**src/rtl/core/dpid_pkg.sv**
```systemverilog
// ----------------------------------------------------------------------------
// dpid_pkg
// Shared widths, codes and payload types of the drive-distance PID block.
// ----------------------------------------------------------------------------
package dpid_pkg;

  localparam int POSITION_BITS = 32;
  localparam int INTEGRAL_BITS = 48;

  localparam int GAIN_W      = 24;
  localparam int CFG_DATA_W  = 24;
  localparam int CFG_INDEX_W = 3;
  localparam int BAND_W      = 16;
  localparam int TICK_W      = 10;
  localparam int LIMIT_W     = 15;
  localparam int DRIVE_W     = 16;
  localparam int STATUS_W    = 2;
  localparam int GAIN_SHIFT  = 12;

  localparam int SCALE_W     = 18;
  localparam logic signed [SCALE_W-1:0] DIST_SCALE = 18'sd117342;
  localparam int ROUND_SHIFT = 16;
  localparam int TPROD_W     = GAIN_W + SCALE_W;
  localparam int TARGET_W    = TPROD_W - ROUND_SHIFT;
  localparam logic signed [TPROD_W-1:0] ROUND_HALF = TPROD_W'(32768);

  localparam int DIFF_W    = POSITION_BITS + 1;
  localparam int LR_W      = POSITION_BITS + 2;
  localparam int AVG_W     = POSITION_BITS + 1;
  localparam int ERR_RAW_W = ((AVG_W > TARGET_W) ? AVG_W : TARGET_W) + 1;
  localparam int DERIV_W   = POSITION_BITS + 1;
  localparam int SUM_RAW_W = ((INTEGRAL_BITS > POSITION_BITS) ? INTEGRAL_BITS
                                                              : POSITION_BITS) + 1;
  localparam int I_LO_W    = INTEGRAL_BITS / 2;
  localparam int I_HI_W    = INTEGRAL_BITS - I_LO_W;

  localparam int PP_W    = GAIN_W + POSITION_BITS;
  localparam int PILO_W  = GAIN_W + I_LO_W + 1;
  localparam int PIHI_W  = GAIN_W + I_HI_W;
  localparam int PD_W    = GAIN_W + DERIV_W;
  localparam int ACC_W   = GAIN_W + INTEGRAL_BITS + 2;
  localparam int QUO_W   = ACC_W - GAIN_SHIFT;

  localparam int S_DATA_W   = ((2 * POSITION_BITS + 7) / 8) * 8;
  localparam int DRIVE_LSB  = 0;
  localparam int STATUS_LSB = DRIVE_W;
  localparam int ERROR_LSB  = DRIVE_W + STATUS_W;
  localparam int OUT_BITS   = ERROR_LSB + POSITION_BITS;
  localparam int M_DATA_W   = ((OUT_BITS + 7) / 8) * 8;

  localparam logic [POSITION_BITS-1:0] POS_MAX = {1'b0, {(POSITION_BITS-1){1'b1}}};
  localparam logic [POSITION_BITS-1:0] POS_MIN = {1'b1, {(POSITION_BITS-1){1'b0}}};
  localparam logic [INTEGRAL_BITS-1:0] INT_MAX = {1'b0, {(INTEGRAL_BITS-1){1'b1}}};
  localparam logic [INTEGRAL_BITS-1:0] INT_MIN = {1'b1, {(INTEGRAL_BITS-1){1'b0}}};
  localparam logic [TICK_W-1:0]        TICK_MAX = {TICK_W{1'b1}};

  localparam logic ACT_START = 1'b0;
  localparam logic ACT_TICK  = 1'b1;

  typedef enum logic [STATUS_W-1:0] {
    ST_RUNNING = 2'd0,
    ST_SETTLED = 2'd1,
    ST_TIMEOUT = 2'd2,
    ST_IDLE    = 2'd3
  } status_t;

  typedef enum logic [CFG_INDEX_W-1:0] {
    REG_TARGET = 3'd0,
    REG_P_GAIN = 3'd1,
    REG_I_GAIN = 3'd2,
    REG_D_GAIN = 3'd3,
    REG_BAND   = 3'd4,
    REG_MAX    = 3'd5,
    REG_LIMIT  = 3'd6
  } cfg_index_t;

  typedef struct packed {
    logic signed [GAIN_W-1:0] p_gain;
    logic signed [GAIN_W-1:0] i_gain;
    logic signed [GAIN_W-1:0] d_gain;
    logic [LIMIT_W-1:0]       output_limit;
  } gain_set_t;

  typedef struct packed {
    logic signed [TARGET_W-1:0] target;
    logic [BAND_W-1:0]          settle_band;
    logic [TICK_W-1:0]          max_ticks;
  } move_set_t;

  typedef struct packed {
    logic signed [POSITION_BITS-1:0] err;
    logic signed [INTEGRAL_BITS-1:0] err_sum;
    logic signed [DERIV_W-1:0]       deriv;
    status_t                         status;
    logic                            hold;
  } track_t;

endpackage

```
**src/rtl/core/dpid_cfg.sv**
```systemverilog
// ----------------------------------------------------------------------------
// dpid_cfg
// Configuration registers and the registered target distance in 1/16 degree.
// ----------------------------------------------------------------------------
module dpid_cfg (
  input  logic                              clk,
  input  logic                              rst,
  input  logic                              cfg_write,
  input  logic [dpid_pkg::CFG_INDEX_W-1:0]  cfg_index,
  input  logic [dpid_pkg::CFG_DATA_W-1:0]   cfg_data,
  output dpid_pkg::gain_set_t               gains,
  output dpid_pkg::move_set_t               move
);
  import dpid_pkg::*;

  logic signed [GAIN_W-1:0]   p_gain;
  logic signed [GAIN_W-1:0]   i_gain;
  logic signed [GAIN_W-1:0]   d_gain;
  logic [BAND_W-1:0]          settle_band;
  logic [TICK_W-1:0]          max_ticks;
  logic [LIMIT_W-1:0]         output_limit;
  logic signed [TARGET_W-1:0] target;
  logic signed [TPROD_W-1:0]  target_round;

  // Inches in 1/256 to degrees in 1/16 for a 4-inch wheel, rounded.
  assign target_round = TPROD_W'($signed(cfg_data[GAIN_W-1:0])) * TPROD_W'(DIST_SCALE)
                      + ROUND_HALF;

  always_ff @(posedge clk) begin
    if (rst) begin
      target       <= '0;
      p_gain       <= '0;
      i_gain       <= '0;
      d_gain       <= '0;
      settle_band  <= BAND_W'(80);
      max_ticks    <= TICK_W'(150);
      output_limit <= LIMIT_W'(25600);
    end else if (cfg_write) begin
      case (cfg_index_t'(cfg_index))
        REG_TARGET: target       <= target_round[ROUND_SHIFT +: TARGET_W];
        REG_P_GAIN: p_gain       <= cfg_data[GAIN_W-1:0];
        REG_I_GAIN: i_gain       <= cfg_data[GAIN_W-1:0];
        REG_D_GAIN: d_gain       <= cfg_data[GAIN_W-1:0];
        REG_BAND:   settle_band  <= cfg_data[BAND_W-1:0];
        REG_MAX:    max_ticks    <= cfg_data[TICK_W-1:0];
        REG_LIMIT:  output_limit <= cfg_data[LIMIT_W-1:0];
        default: begin
        end
      endcase
    end
  end

  assign gains.p_gain       = p_gain;
  assign gains.i_gain       = i_gain;
  assign gains.d_gain       = d_gain;
  assign gains.output_limit = output_limit;
  assign move.target        = target;
  assign move.settle_band   = settle_band;
  assign move.max_ticks     = max_ticks;

endmodule

```
**config.mk**
```make
export PLATFORM = sky130hd
export DESIGN_NAME = dpid_cfg
export DESIGN_NICKNAME = d
export VERILOG_FILES = /design/src/rtl/core/dpid_pkg.sv /design/src/rtl/core/dpid_cfg.sv
export SDC_FILE = /design/constraint.sdc
export NUM_CORES = 1
export LEC_CHECK = 0
export BUFFER_PORTS_ARGS = -buffer_cell sky130_fd_sc_hd__buf_2
export CAP_MARGIN = 20
export CORE_AREA = 2 2 216 218
export CTS_CLUSTER_SIZE = 25
export DETAILED_ROUTE_END_ITERATION = 16
export DIE_AREA = 0 0 218 220
export MAX_ROUTING_LAYER = met4
export PLACE_DENSITY = 0.54
export SLEW_MARGIN = 40
export SYNTH_ARGS = -nofsm -noshare
export SYNTH_HDL_FRONTEND = slang
export SYNTH_SLANG_ARGS = --single-unit
```
**constraint.sdc**
```tcl
create_clock -name clk -period 10.7 [get_ports clk]
set_clock_uncertainty 0.1 [all_clocks]
set_input_delay 1.07 -clock clk [delete_from_list [all_inputs] [get_ports clk]]
set_output_delay 1.07 -clock clk [all_outputs]
set_load 0.02 [all_outputs]
```
==> results.sh <==
export IMPL_start_kind="input port"
export IMPL_grt_util_all_layers_pct=18.5
export IMPL_cts_tree="yes"
export IMPL_postCtsSetupRepairBufs=0
export IMPL_syn_inst=1679
export IMPL_grt_pass1_vias=11579
export IMPL_crit_path_end="target[25]"
export IMPL_hold_buffers=0
export IMPL_drive_above_1_share_pct=12.5
export IMPL_setup_viol=0
export IMPL_period_share_pct=75.0
export IMPL_layout_commonest_cell="nand2_1"
export IMPL_final_cells=2426
export IMPL_port_buffers=168
export IMPL_hold_path_class="reg -> reg"
export IMPL_drv_cap=0
export IMPL_top_layer="met4"
export IMPL_drt_total_wl_um=42300
export IMPL_viasPerCell=4.86
export IMPL_first_iter_violations=557
export IMPL_rsz0062_at_grt="no"
export IMPL_htreeDepth=4
export IMPL_crit_path_end_kind="register"
export IMPL_crit_path_cell_trace="buf_2, ha_1, fa_1, fa_1, fa_1, fa_1, inv_1, fa_1, inv_1, ha_1, a21oi_1, o21ai_0, a311o_1, nor4_1, o21ai_0, nor4_1, nand4_1, nor4_1, nand4_1, a311oi_1"
export IMPL_wl_per_cell_um=17.4
export IMPL_whs_ns=0.348
export IMPL_max_freq_ghz=0.125
export IMPL_insertion_delay_ns=0.45
export IMPL_wl_met2_um=20600
export IMPL_finalCoreUtilization_pct=35.9
export IMPL_r2r_slack_ns=9.82
export IMPL_layout_common_cells="286 x nand2_1, 258 x inv_1, 191 x ha_1, 171 x fa_1, 167 x buf_2"
export IMPL_antenna_diode_count=0
export IMPL_postSynthAreaPerCell_um2=8.63
export IMPL_synth_compound_area_share_pct=13.1
export IMPL_reg2reg_depth=2
export IMPL_synth_ff_type="dfxtp_1"
export IMPL_antenna_found_initial=0
export IMPL_setup_tns_ns=0
export IMPL_cp_common_cell="fa_1"
export IMPL_root_buffer="clkbuf_16"
export IMPL_synth_xor_area_share_pct=3.87
export IMPL_critical_path_depth=20
export IMPL_status="complete, no violations"
export IMPL_cts_clk_slew_worst_paths_ns=0.07
export IMPL_ys_warnings_count=0
export IMPL_synthesis_nets=2071
export IMPL_cts_buffers=17
export IMPL_slowest_stage="nor4_1"
export IMPL_crit_buf_inv=3
export IMPL_ys_async_sr_fraction_pct=0
export IMPL_clockBufferDepth=2
export IMPL_gp_congestion=0.859
export IMPL_finalHoldViolCount=0
export IMPL_worstSetupPathType="in -> reg"
export IMPL_critPathMaxFanout=14
export IMPL_yosysSeqAreaShare_pct=19.2
export IMPL_wl_met3_um=1490
export IMPL_synth_distinct_cells=64
export IMPL_grt_pass1_wl_um=66400
export IMPL_postCtsResizedCells=0
export IMPL_pin_count=169
export IMPL_grt_overflow=0
export IMPL_synth_seq_cells=139
export IMPL_first_pass_iters=5
export IMPL_crit_start="cfg_data[7]"
export IMPL_path_delay_family="adder cells"
export IMPL_max_slew_margin_pct=50.3
export IMPL_synth_fa_ha_area_share_pct=40.1
export IMPL_rows=79
export IMPL_met1Wirelength_um=19200
export IMPL_dp_cells=2394
export IMPL_tightest_slew_ns=0.739
export IMPL_max_stage_delay_ns=0.65
export IMPL_grt_max_degree=74
export IMPL_synthToLayoutAreaGrowth_pct=13.7
export IMPL_final_nets=2198
export IMPL_crit_reg2reg_launch="target[25]"
export IMPL_die_w_um=218
export IMPL_die_y_um=220
export IMPL_fin_crit_ns=8.03
export IMPL_crit_arrival_ns=8.29
export IMPL_coreArea_um2=45900
export IMPL_synth_edff_count=0
export IMPL_clock_sinks=139
export IMPL_fillCellCount=4802
export IMPL_r2r_end="target[25]"
export IMPL_synth_simple_area_share_pct=14.8
export IMPL_slew_viol_final=0
export IMPL_synthMuxAreaShare_pct=0.492
export IMPL_initial_core_util_pct=31.6
export IMPL_num_vias=11789
export IMPL_synthesis_area_um2=14500
export IMPL_dpl_hpwl_um=33100
export IMPL_ant_nets=0
export IMPL_crit_required_ns=10.96
export IMPL_synth_top_family_by_area="adder cells"
export IMPL_die_area_um2=48000
export IMPL_drc=0
[worst min path at each step]
stage / end / depth (start not counted) / start
detailed placement: i_gain[14] / 2 / i_gain[14]
floorplan: target[12] / 2 / target[12]
global placement: output_limit[5] / 2 / output_limit[5]
CTS: d_gain[23] / 2 / d_gain[23]
global route: i_gain[15] / 2 / i_gain[15]
finish: target[8] / 2 / target[8]
[worst register-to-register path, stage by stage, from the launching register on]
cell	delay, ns
dfxtp_1	0.37
nor2_1	0.06
a311oi_1	0.26
[sequential cells by signal (all words and copies together) (netlist names)]
name,count
settle_band,16
target,26
output_limit,15
d_gain,24
max_ticks,10
p_gain,24
i_gain,24
[metrics by stage]
stage,cell area (um2),setup WS (ns)
floorplan,14500,3.37
CTS,16500,2.69
global route,16500,2.18
global placement,15900,2.27
finish,16500,2.67
detailed placement,15900,2.25
[cell type report]
| class | count | area (um2) | share of cell area, % |
|---|---|---|---|
| Multi-Input combinational cell | 1216 | 10500 | 63.8 |
| Sequential cell | 139 | 2780 | 16.9 |
| Timing Repair Buffer | 174 | 892 | 5.42 |
| Clock buffer | 18 | 439 | 2.67 |
| Tap cell | 607 | 759 | 4.61 |
| Inverter | 258 | 968 | 5.88 |
| Clock inverter | 14 | 129 | 0.782 |
[cell usage after synthesis, types with 3 or more instances]
cell type | count | share of area (%)
nor3_1 | 15 | 0.52
mux2i_1 | 6 | 0.41
ha_1 | 191 | 16
dfxtp_1 | 139 | 19
a21o_1 | 18 | 0.93
or3_1 | 8 | 0.35
o21ai_0 | 30 | 1.0
fa_1 | 171 | 24
xnor2_1 | 37 | 2.2
a211o_1 | 9 | 0.54
a31oi_1 | 8 | 0.35
o2111ai_1 | 3 | 0.18
nor3b_1 | 4 | 0.21
nor4_1 | 5 | 0.22
o21bai_1 | 3 | 0.16
o21a_1 | 4 | 0.21
inv_1 | 258 | 6.7
a21boi_0 | 3 | 0.16
a311o_1 | 6 | 0.41
nor2_1 | 57 | 1.5
nand3_1 | 24 | 0.83
nor2b_1 | 7 | 0.30
nand2_1 | 288 | 7.5
a211oi_1 | 21 | 1.1
xor2_1 | 27 | 1.6
buf_1 | 3 | 0.078
nand3b_1 | 12 | 0.62
a31o_2 | 5 | 0.30
a2111oi_0 | 3 | 0.18
and2_1 | 7 | 0.30
clkbuf_1 | 61 | 1.6
a21oi_1 | 159 | 5.5
and3_1 | 11 | 0.48
nand4_1 | 12 | 0.52
o211ai_1 | 8 | 0.41
nand2b_1 | 6 | 0.26
a311oi_1 | 5 | 0.30
and4_1 | 7 | 0.42
[cells by family after synthesis]
kind of cell / after synthesis
multiplexers: 7
AND/OR/NAND/NOR: 476
buffers and inverters: 324
adder cells (fa/ha/maj): 362
flip-flops: 139
XOR/XNOR: 64
AO/OA/AOI/OAI: 307
[routing by layer]
metal  vias to the layer above  track usage, %
met5                         -               -
met4                         0            5.78
met3                        52            2.25
met2                       243            30.0
met1                      5725            24.0
li1                       5769               -
Power is left out: the tool's default activity adds up to more than one toggle a clock period on the data nets, which glitch-free logic cannot reach.
