**src/rtl/core/dpid_pkg.sv**
```systemverilog
// ----------------------------------------------------------------------------
// dpid_pkg
// Shared widths, codes and payload types of the drive-distance PID block.
// ----------------------------------------------------------------------------
package dpid_pkg;

  localparam int POSITION_BITS = 32;
  localparam int INTEGRAL_BITS = 48;

  localparam int GAIN_W      = 24;
  localparam int CFG_DATA_W  = 24;
  localparam int CFG_INDEX_W = 3;
  localparam int BAND_W      = 16;
  localparam int TICK_W      = 10;
  localparam int LIMIT_W     = 15;
  localparam int DRIVE_W     = 16;
  localparam int STATUS_W    = 2;
  localparam int GAIN_SHIFT  = 12;

  localparam int SCALE_W     = 18;
  localparam logic signed [SCALE_W-1:0] DIST_SCALE = 18'sd117342;
  localparam int ROUND_SHIFT = 16;
  localparam int TPROD_W     = GAIN_W + SCALE_W;
  localparam int TARGET_W    = TPROD_W - ROUND_SHIFT;
  localparam logic signed [TPROD_W-1:0] ROUND_HALF = TPROD_W'(32768);

  localparam int DIFF_W    = POSITION_BITS + 1;
  localparam int LR_W      = POSITION_BITS + 2;
  localparam int AVG_W     = POSITION_BITS + 1;
  localparam int ERR_RAW_W = ((AVG_W > TARGET_W) ? AVG_W : TARGET_W) + 1;
  localparam int DERIV_W   = POSITION_BITS + 1;
  localparam int SUM_RAW_W = ((INTEGRAL_BITS > POSITION_BITS) ? INTEGRAL_BITS
                                                              : POSITION_BITS) + 1;
  localparam int I_LO_W    = INTEGRAL_BITS / 2;
  localparam int I_HI_W    = INTEGRAL_BITS - I_LO_W;

  localparam int PP_W    = GAIN_W + POSITION_BITS;
  localparam int PILO_W  = GAIN_W + I_LO_W + 1;
  localparam int PIHI_W  = GAIN_W + I_HI_W;
  localparam int PD_W    = GAIN_W + DERIV_W;
  localparam int ACC_W   = GAIN_W + INTEGRAL_BITS + 2;
  localparam int QUO_W   = ACC_W - GAIN_SHIFT;

  localparam int S_DATA_W   = ((2 * POSITION_BITS + 7) / 8) * 8;
  localparam int DRIVE_LSB  = 0;
  localparam int STATUS_LSB = DRIVE_W;
  localparam int ERROR_LSB  = DRIVE_W + STATUS_W;
  localparam int OUT_BITS   = ERROR_LSB + POSITION_BITS;
  localparam int M_DATA_W   = ((OUT_BITS + 7) / 8) * 8;

  localparam logic [POSITION_BITS-1:0] POS_MAX = {1'b0, {(POSITION_BITS-1){1'b1}}};
  localparam logic [POSITION_BITS-1:0] POS_MIN = {1'b1, {(POSITION_BITS-1){1'b0}}};
  localparam logic [INTEGRAL_BITS-1:0] INT_MAX = {1'b0, {(INTEGRAL_BITS-1){1'b1}}};
  localparam logic [INTEGRAL_BITS-1:0] INT_MIN = {1'b1, {(INTEGRAL_BITS-1){1'b0}}};
  localparam logic [TICK_W-1:0]        TICK_MAX = {TICK_W{1'b1}};

  localparam logic ACT_START = 1'b0;
  localparam logic ACT_TICK  = 1'b1;

  typedef enum logic [STATUS_W-1:0] {
    ST_RUNNING = 2'd0,
    ST_SETTLED = 2'd1,
    ST_TIMEOUT = 2'd2,
    ST_IDLE    = 2'd3
  } status_t;

  typedef enum logic [CFG_INDEX_W-1:0] {
    REG_TARGET = 3'd0,
    REG_P_GAIN = 3'd1,
    REG_I_GAIN = 3'd2,
    REG_D_GAIN = 3'd3,
    REG_BAND   = 3'd4,
    REG_MAX    = 3'd5,
    REG_LIMIT  = 3'd6
  } cfg_index_t;

  typedef struct packed {
    logic signed [GAIN_W-1:0] p_gain;
    logic signed [GAIN_W-1:0] i_gain;
    logic signed [GAIN_W-1:0] d_gain;
    logic [LIMIT_W-1:0]       output_limit;
  } gain_set_t;

  typedef struct packed {
    logic signed [TARGET_W-1:0] target;
    logic [BAND_W-1:0]          settle_band;
    logic [TICK_W-1:0]          max_ticks;
  } move_set_t;

  typedef struct packed {
    logic signed [POSITION_BITS-1:0] err;
    logic signed [INTEGRAL_BITS-1:0] err_sum;
    logic signed [DERIV_W-1:0]       deriv;
    status_t                         status;
    logic                            hold;
  } track_t;

endpackage

```
**src/rtl/core/dpid_track.sv**
```systemverilog
// ----------------------------------------------------------------------------
// dpid_track
// Input register and move tracking: error, integral, derivative and status.
// ----------------------------------------------------------------------------
module dpid_track (
  input  logic                                      clk,
  input  logic                                      rst,
  input  dpid_pkg::move_set_t                       move,
  input  logic                                      in_valid,
  output logic                                      in_ready,
  input  logic                                      in_action,
  input  logic signed [dpid_pkg::POSITION_BITS-1:0] in_left,
  input  logic signed [dpid_pkg::POSITION_BITS-1:0] in_right,
  output logic                                      out_valid,
  input  logic                                      out_ready,
  output dpid_pkg::track_t                          out_track
);
  import dpid_pkg::*;

  logic                             v1;
  logic                             action;
  logic signed [POSITION_BITS-1:0]  left;
  logic signed [POSITION_BITS-1:0]  right;
  logic signed [POSITION_BITS-1:0]  left_origin;
  logic signed [POSITION_BITS-1:0]  right_origin;
  logic signed [INTEGRAL_BITS-1:0]  error_sum;
  logic signed [POSITION_BITS-1:0]  last_error;
  logic [TICK_W-1:0]                tick_count;
  status_t                          run_status;
  logic                             v2;
  track_t                           track;

  logic                             adv2;
  logic                             take;
  logic signed [DIFF_W-1:0]         dl;
  logic signed [DIFF_W-1:0]         dr;
  logic signed [LR_W-1:0]           lr_sum;
  logic signed [AVG_W-1:0]          avg;
  logic signed [ERR_RAW_W-1:0]      err_raw;
  logic [ERR_RAW_W-POSITION_BITS:0] err_top;
  logic signed [POSITION_BITS-1:0]  err_sat;
  logic signed [SUM_RAW_W-1:0]      sum_raw;
  logic [SUM_RAW_W-INTEGRAL_BITS:0] sum_top;
  logic signed [INTEGRAL_BITS-1:0]  sum_sat;
  logic [POSITION_BITS:0]           err_abs;
  logic [TICK_W-1:0]                tick_count_next;
  logic                             settled;
  logic                             timed_out;
  track_t                           track_next;

  assign adv2     = !v2 || out_ready;
  assign take     = v1 && adv2;
  assign in_ready = !v1 || adv2;

  always_ff @(posedge clk) begin
    if (rst) begin
      v1 <= 1'b0;
    end else if (in_ready) begin
      v1 <= in_valid;
    end
  end

  always_ff @(posedge clk) begin
    if (in_ready && in_valid) begin
      action <= in_action;
      left   <= in_left;
      right  <= in_right;
    end
  end

  // Average travel of both wheels, floored, against the target.
  assign dl      = DIFF_W'(left) - DIFF_W'(left_origin);
  assign dr      = DIFF_W'(right) - DIFF_W'(right_origin);
  assign lr_sum  = LR_W'(dl) + LR_W'(dr);
  assign avg     = lr_sum[LR_W-1:1];
  assign err_raw = ERR_RAW_W'(move.target) - ERR_RAW_W'(avg);
  assign err_top = err_raw[ERR_RAW_W-1:POSITION_BITS-1];
  assign err_sat = ((&err_top) || !(|err_top)) ? err_raw[POSITION_BITS-1:0]
                 : (err_raw[ERR_RAW_W-1] ? POS_MIN : POS_MAX);

  assign sum_raw = SUM_RAW_W'(error_sum) + SUM_RAW_W'(err_sat);
  assign sum_top = sum_raw[SUM_RAW_W-1:INTEGRAL_BITS-1];
  assign sum_sat = ((&sum_top) || !(|sum_top)) ? sum_raw[INTEGRAL_BITS-1:0]
                 : (sum_raw[SUM_RAW_W-1] ? INT_MIN : INT_MAX);

  assign err_abs = err_sat[POSITION_BITS-1]
                 ? (POSITION_BITS+1)'(0) - {err_sat[POSITION_BITS-1], err_sat}
                 : {1'b0, err_sat};
  assign tick_count_next = (tick_count == TICK_MAX) ? tick_count
                         : tick_count + TICK_W'(1);
  assign settled   = err_abs < (POSITION_BITS+1)'(move.settle_band);
  assign timed_out = tick_count_next >= move.max_ticks;

  always_comb begin
    track_next = '0;
    if (action == ACT_START) begin
      track_next.status = ST_RUNNING;
      track_next.hold   = 1'b1;
    end else if (run_status != ST_RUNNING) begin
      track_next.err    = last_error;
      track_next.status = run_status;
      track_next.hold   = 1'b1;
    end else begin
      track_next.err     = err_sat;
      track_next.err_sum = sum_sat;
      track_next.deriv   = DERIV_W'(err_sat) - DERIV_W'(last_error);
      track_next.hold    = settled;
      if (settled) begin
        track_next.status = ST_SETTLED;
      end else if (timed_out) begin
        track_next.status = ST_TIMEOUT;
      end else begin
        track_next.status = ST_RUNNING;
      end
    end
  end

  always_ff @(posedge clk) begin
    if (rst) begin
      left_origin  <= '0;
      right_origin <= '0;
      error_sum    <= '0;
      last_error   <= '0;
      tick_count   <= '0;
      run_status   <= ST_IDLE;
    end else if (take) begin
      if (action == ACT_START) begin
        left_origin  <= left;
        right_origin <= right;
        error_sum    <= '0;
        last_error   <= '0;
        tick_count   <= '0;
        run_status   <= ST_RUNNING;
      end else if (run_status == ST_RUNNING) begin
        error_sum  <= sum_sat;
        last_error <= err_sat;
        tick_count <= tick_count_next;
        run_status <= track_next.status;
      end
    end
  end

  always_ff @(posedge clk) begin
    if (rst) begin
      v2 <= 1'b0;
    end else if (adv2) begin
      v2 <= v1;
    end
  end

  always_ff @(posedge clk) begin
    if (take) begin
      track <= track_next;
    end
  end

  assign out_valid = v2;
  assign out_track = track;

endmodule

```
**config.mk**
```make
export PLATFORM = sky130hd
export DESIGN_NAME = dpid_track
export DESIGN_NICKNAME = d
export VERILOG_FILES = /design/src/rtl/core/dpid_pkg.sv /design/src/rtl/core/dpid_track.sv
export SDC_FILE = /design/constraint.sdc
export NUM_CORES = 1
export LEC_CHECK = 0
export BUFFER_PORTS_ARGS = -buffer_cell sky130_fd_sc_hd__buf_2
export CORE_MARGIN = 5
export CORE_UTILIZATION = 40
export CTS_CLUSTER_SIZE = 12
export DETAILED_ROUTE_END_ITERATION = 12
export HOLD_SLACK_MARGIN = 0.15
export MAX_ROUTING_LAYER = met4
export PLACE_DENSITY = 0.7
export SLEW_MARGIN = 20
export SYNTH_ARGS = -nofsm -noshare
export SYNTH_HDL_FRONTEND = slang
export SYNTH_SLANG_ARGS = --single-unit
```
**constraint.sdc**
```tcl
create_clock -name clk -period 16.4 [get_ports clk]
set_input_delay 2.46 -clock clk [delete_from_list [all_inputs] [get_ports clk]]
set_output_delay 2.46 -clock clk [all_outputs]
set_load 0.01 [all_outputs]
```
==> results.yml <==
run_status:
  outcome: "finished clean"
die:
  die_y_um: 254
  initial_utilization: 0.404
  floorplan.die_area_um2: 64600
  die_w_um: 254
  rows: 89
  core_area_um2: 59000
  io_pins: 239
layout:
  drive_above_1_share: 0.136
  area_growth_syn_to_layout_pct: 13.4
  ff_latch_area_um2: 8600
  fin_nets: 3248
  multi_input_area_um2: 13900
  final_cells: 3707
  final_util: 0.458
  finish.instance_area_um2: 27000
  fillers: 5793
cts:
  post_cts_resized: 0
  cts-htree-levels: 2
  clk_pin_slew_ns: 0.07
  worst_skew_pair.late_latency_ns: 0.58
  clk_path_buf_depth: 3
  cts_hold_buf: 0
  clockRootBuffer: "clkbuf_16"
  cts_tree: "yes"
  cts_buffers: 39
  cts_setup_buffers: 0
  clock-sinks: 339
place:
  dp_cells: 3633
  place_hpwl_um: 48900
  gp_congestion: 0.972
  dpl_cell_area_um2: 25700
  portBuffers: 238
synth:
  syn_inst: 2714
  yosysUniqueCellTypes: 116
  seq_area_frac_synth: 0.361
  synth.net_count: 3061
  ys_ff_latch: 339
  synth_top_cells_by_count: "nand2_1, nor2_1, a21oi_1"
  async_flop_share: 0
  synth_area_leaders: "edfxtp_1, dfxtp_1, ha_1"
  yosys_warnings: 0
  syn_area_um2: 23800
  synthFlopType: "edfxtp_1"
  avgSynthCellArea_um2: 8.78
  synth_enable_flop_cells: 181
  synth.most_common_cell: "nand2_1"
  synth_area_leader_cell: "edfxtp_1"
  yosys.area.top_type_share: 0.228
sta:
  relSlewSlack: 0.321
  max_freq_mhz: 77.5
  setup-violations-final: 0
  worstMarginPinSlew_ns: 1.02
  fin_crit_sh: 0.787
  slew_violations: 0
  layout_min_cycle_time_ns: 12.91
  rsz0062_at_grt: "no"
  skew_ns: 0.0442
  fin_setup_tns_ns: 0
  finalHoldViolCount: 0
worst_setup_path:
  crit_fanout: 60
  cp_slowest_cell: "o41ai_1"
  slowest_delay_ns: 0.57
  crit_type: "reg -> reg"
  cp-end-kind: "flop"
  cpMostUsedCell: "a21oi_1"
  worstPathRequired_ns: 16.85
  arrival_ns: 13.36
  worstSetupStartpointType: "flop"
routing:
  vias: 20100
  dr.pass1.iters: 5
  wl_per_cell_um: 17.6
  antenna_left: 0
  wl_met1_um: 29100
  route.met2.wl_um: 30300
  met3_length_um: 4450
  highest_layer: "met4"
  via_per_inst: 5.43
  drcViolationCount: 0
  drt-total-wl_um: 65200
  drtIter0Drc: 1551
run:
  drv_cap: 0
global_route:
  grt_usage: 0.203
  grt_overflow_total: 0
  grt_pass1_wl_um: 104000
  grt_max_degree: 69
  antenna_found_initial: 2
  grt_pass1_vias: 19200
worst_hold_path:
  hold_class: "reg -> reg"
## final timing paths
check / startpoint / to / slack (ns) / cells after the start
worst min-delay path: left_origin[31] / left_origin[31] / 0.45 / 2
worst max-delay path: left[0] / run_status[1] / 3.49 / 49
worst max register to register: left[0] / run_status[1] / 3.49 / 49
worst min register to register: left_origin[31] / left_origin[31] / 0.45 / 2
## area by class of cell
cell class | instances | area share
antenna | 2 | 0.000185
tap | 773 | 0.0358
clock inverter | 20 | 0.00982
timing repair buffer | 262 | 0.0508
clock buffer | 52 | 0.0387
inverter | 218 | 0.0305
multi-input combinational | 2041 | 0.516
sequential | 339 | 0.318
## worst max-delay path: cells and delay by family (launching register included)
| kind | cells | cell delay, ns |
|---|---|---|
| AO/OA/AOI/OAI | 25 | 5.95 |
| AND/OR/NAND/NOR | 14 | 3.32 |
| adder cells (fa/ha/maj) | 6 | 2.20 |
| buffers and inverters | 3 | 0.66 |
| flip-flops | 1 | 0.43 |
| XOR/XNOR | 1 | 0.16 |
## cell families after synthesis
| group | synth area share |
|---|---|
| AND/OR/NAND/NOR | 0.183 |
| AO/OA/AOI/OAI | 0.207 |
| flip-flops | 0.361 |
| buffers and inverters | 0.0553 |
| adder cells (fa/ha/maj) | 0.143 |
| XOR/XNOR | 0.0448 |
| multiplexers | 0.00541 |
## metrics by stage
stage,setup slack [ns],hold WS [ns]
after global routing,2.53,0.475
after CTS,3.53,0.454
after detailed placement,3.60,0.447
after global placement,3.81,0.440
final,3.49,0.454
after floorplan,5.68,0.431
## sequential cells by signal, summed over array words and instances, names as in the netlist
signal,count
action,1
out_valid,1
left_origin,32
right,32
run_status,2
out_track,116
tick_count,10
v1,1
error_sum,48
left,32
right_origin,32
last_error,32
## per-layer routing
metal / vias to the layer above / GRT usage
met3: 91 / 0.0341
met2: 644 / 0.325
li1: 9990 / -
met1: 9418 / 0.273
met4: 0 / 0.0433
met5: - / -
## cells in the final DEF (no fill, tap or decap), drive strengths merged, types with 18 or more instances in the layout
cell type	n
a22oi	47
buf	262
o211ai	18
o21a	36
nand2	308
clkbuf	52
nand4	20
edfxtp	181
a22o	28
nand3	58
nand2b	39
a21oi	236
or3	19
inv	221
a31oi	19
xnor2	68
ha	158
fa	68
xor2	54
nor3	59
nor2b	26
o21ai	157
a211oi	19
and3	30
nor2	286
and2	21
a21o	60
dfxtp	158
Power is left out: the tool's default activity adds up to more than one toggle a clock period on the data nets, which glitch-free logic cannot reach.
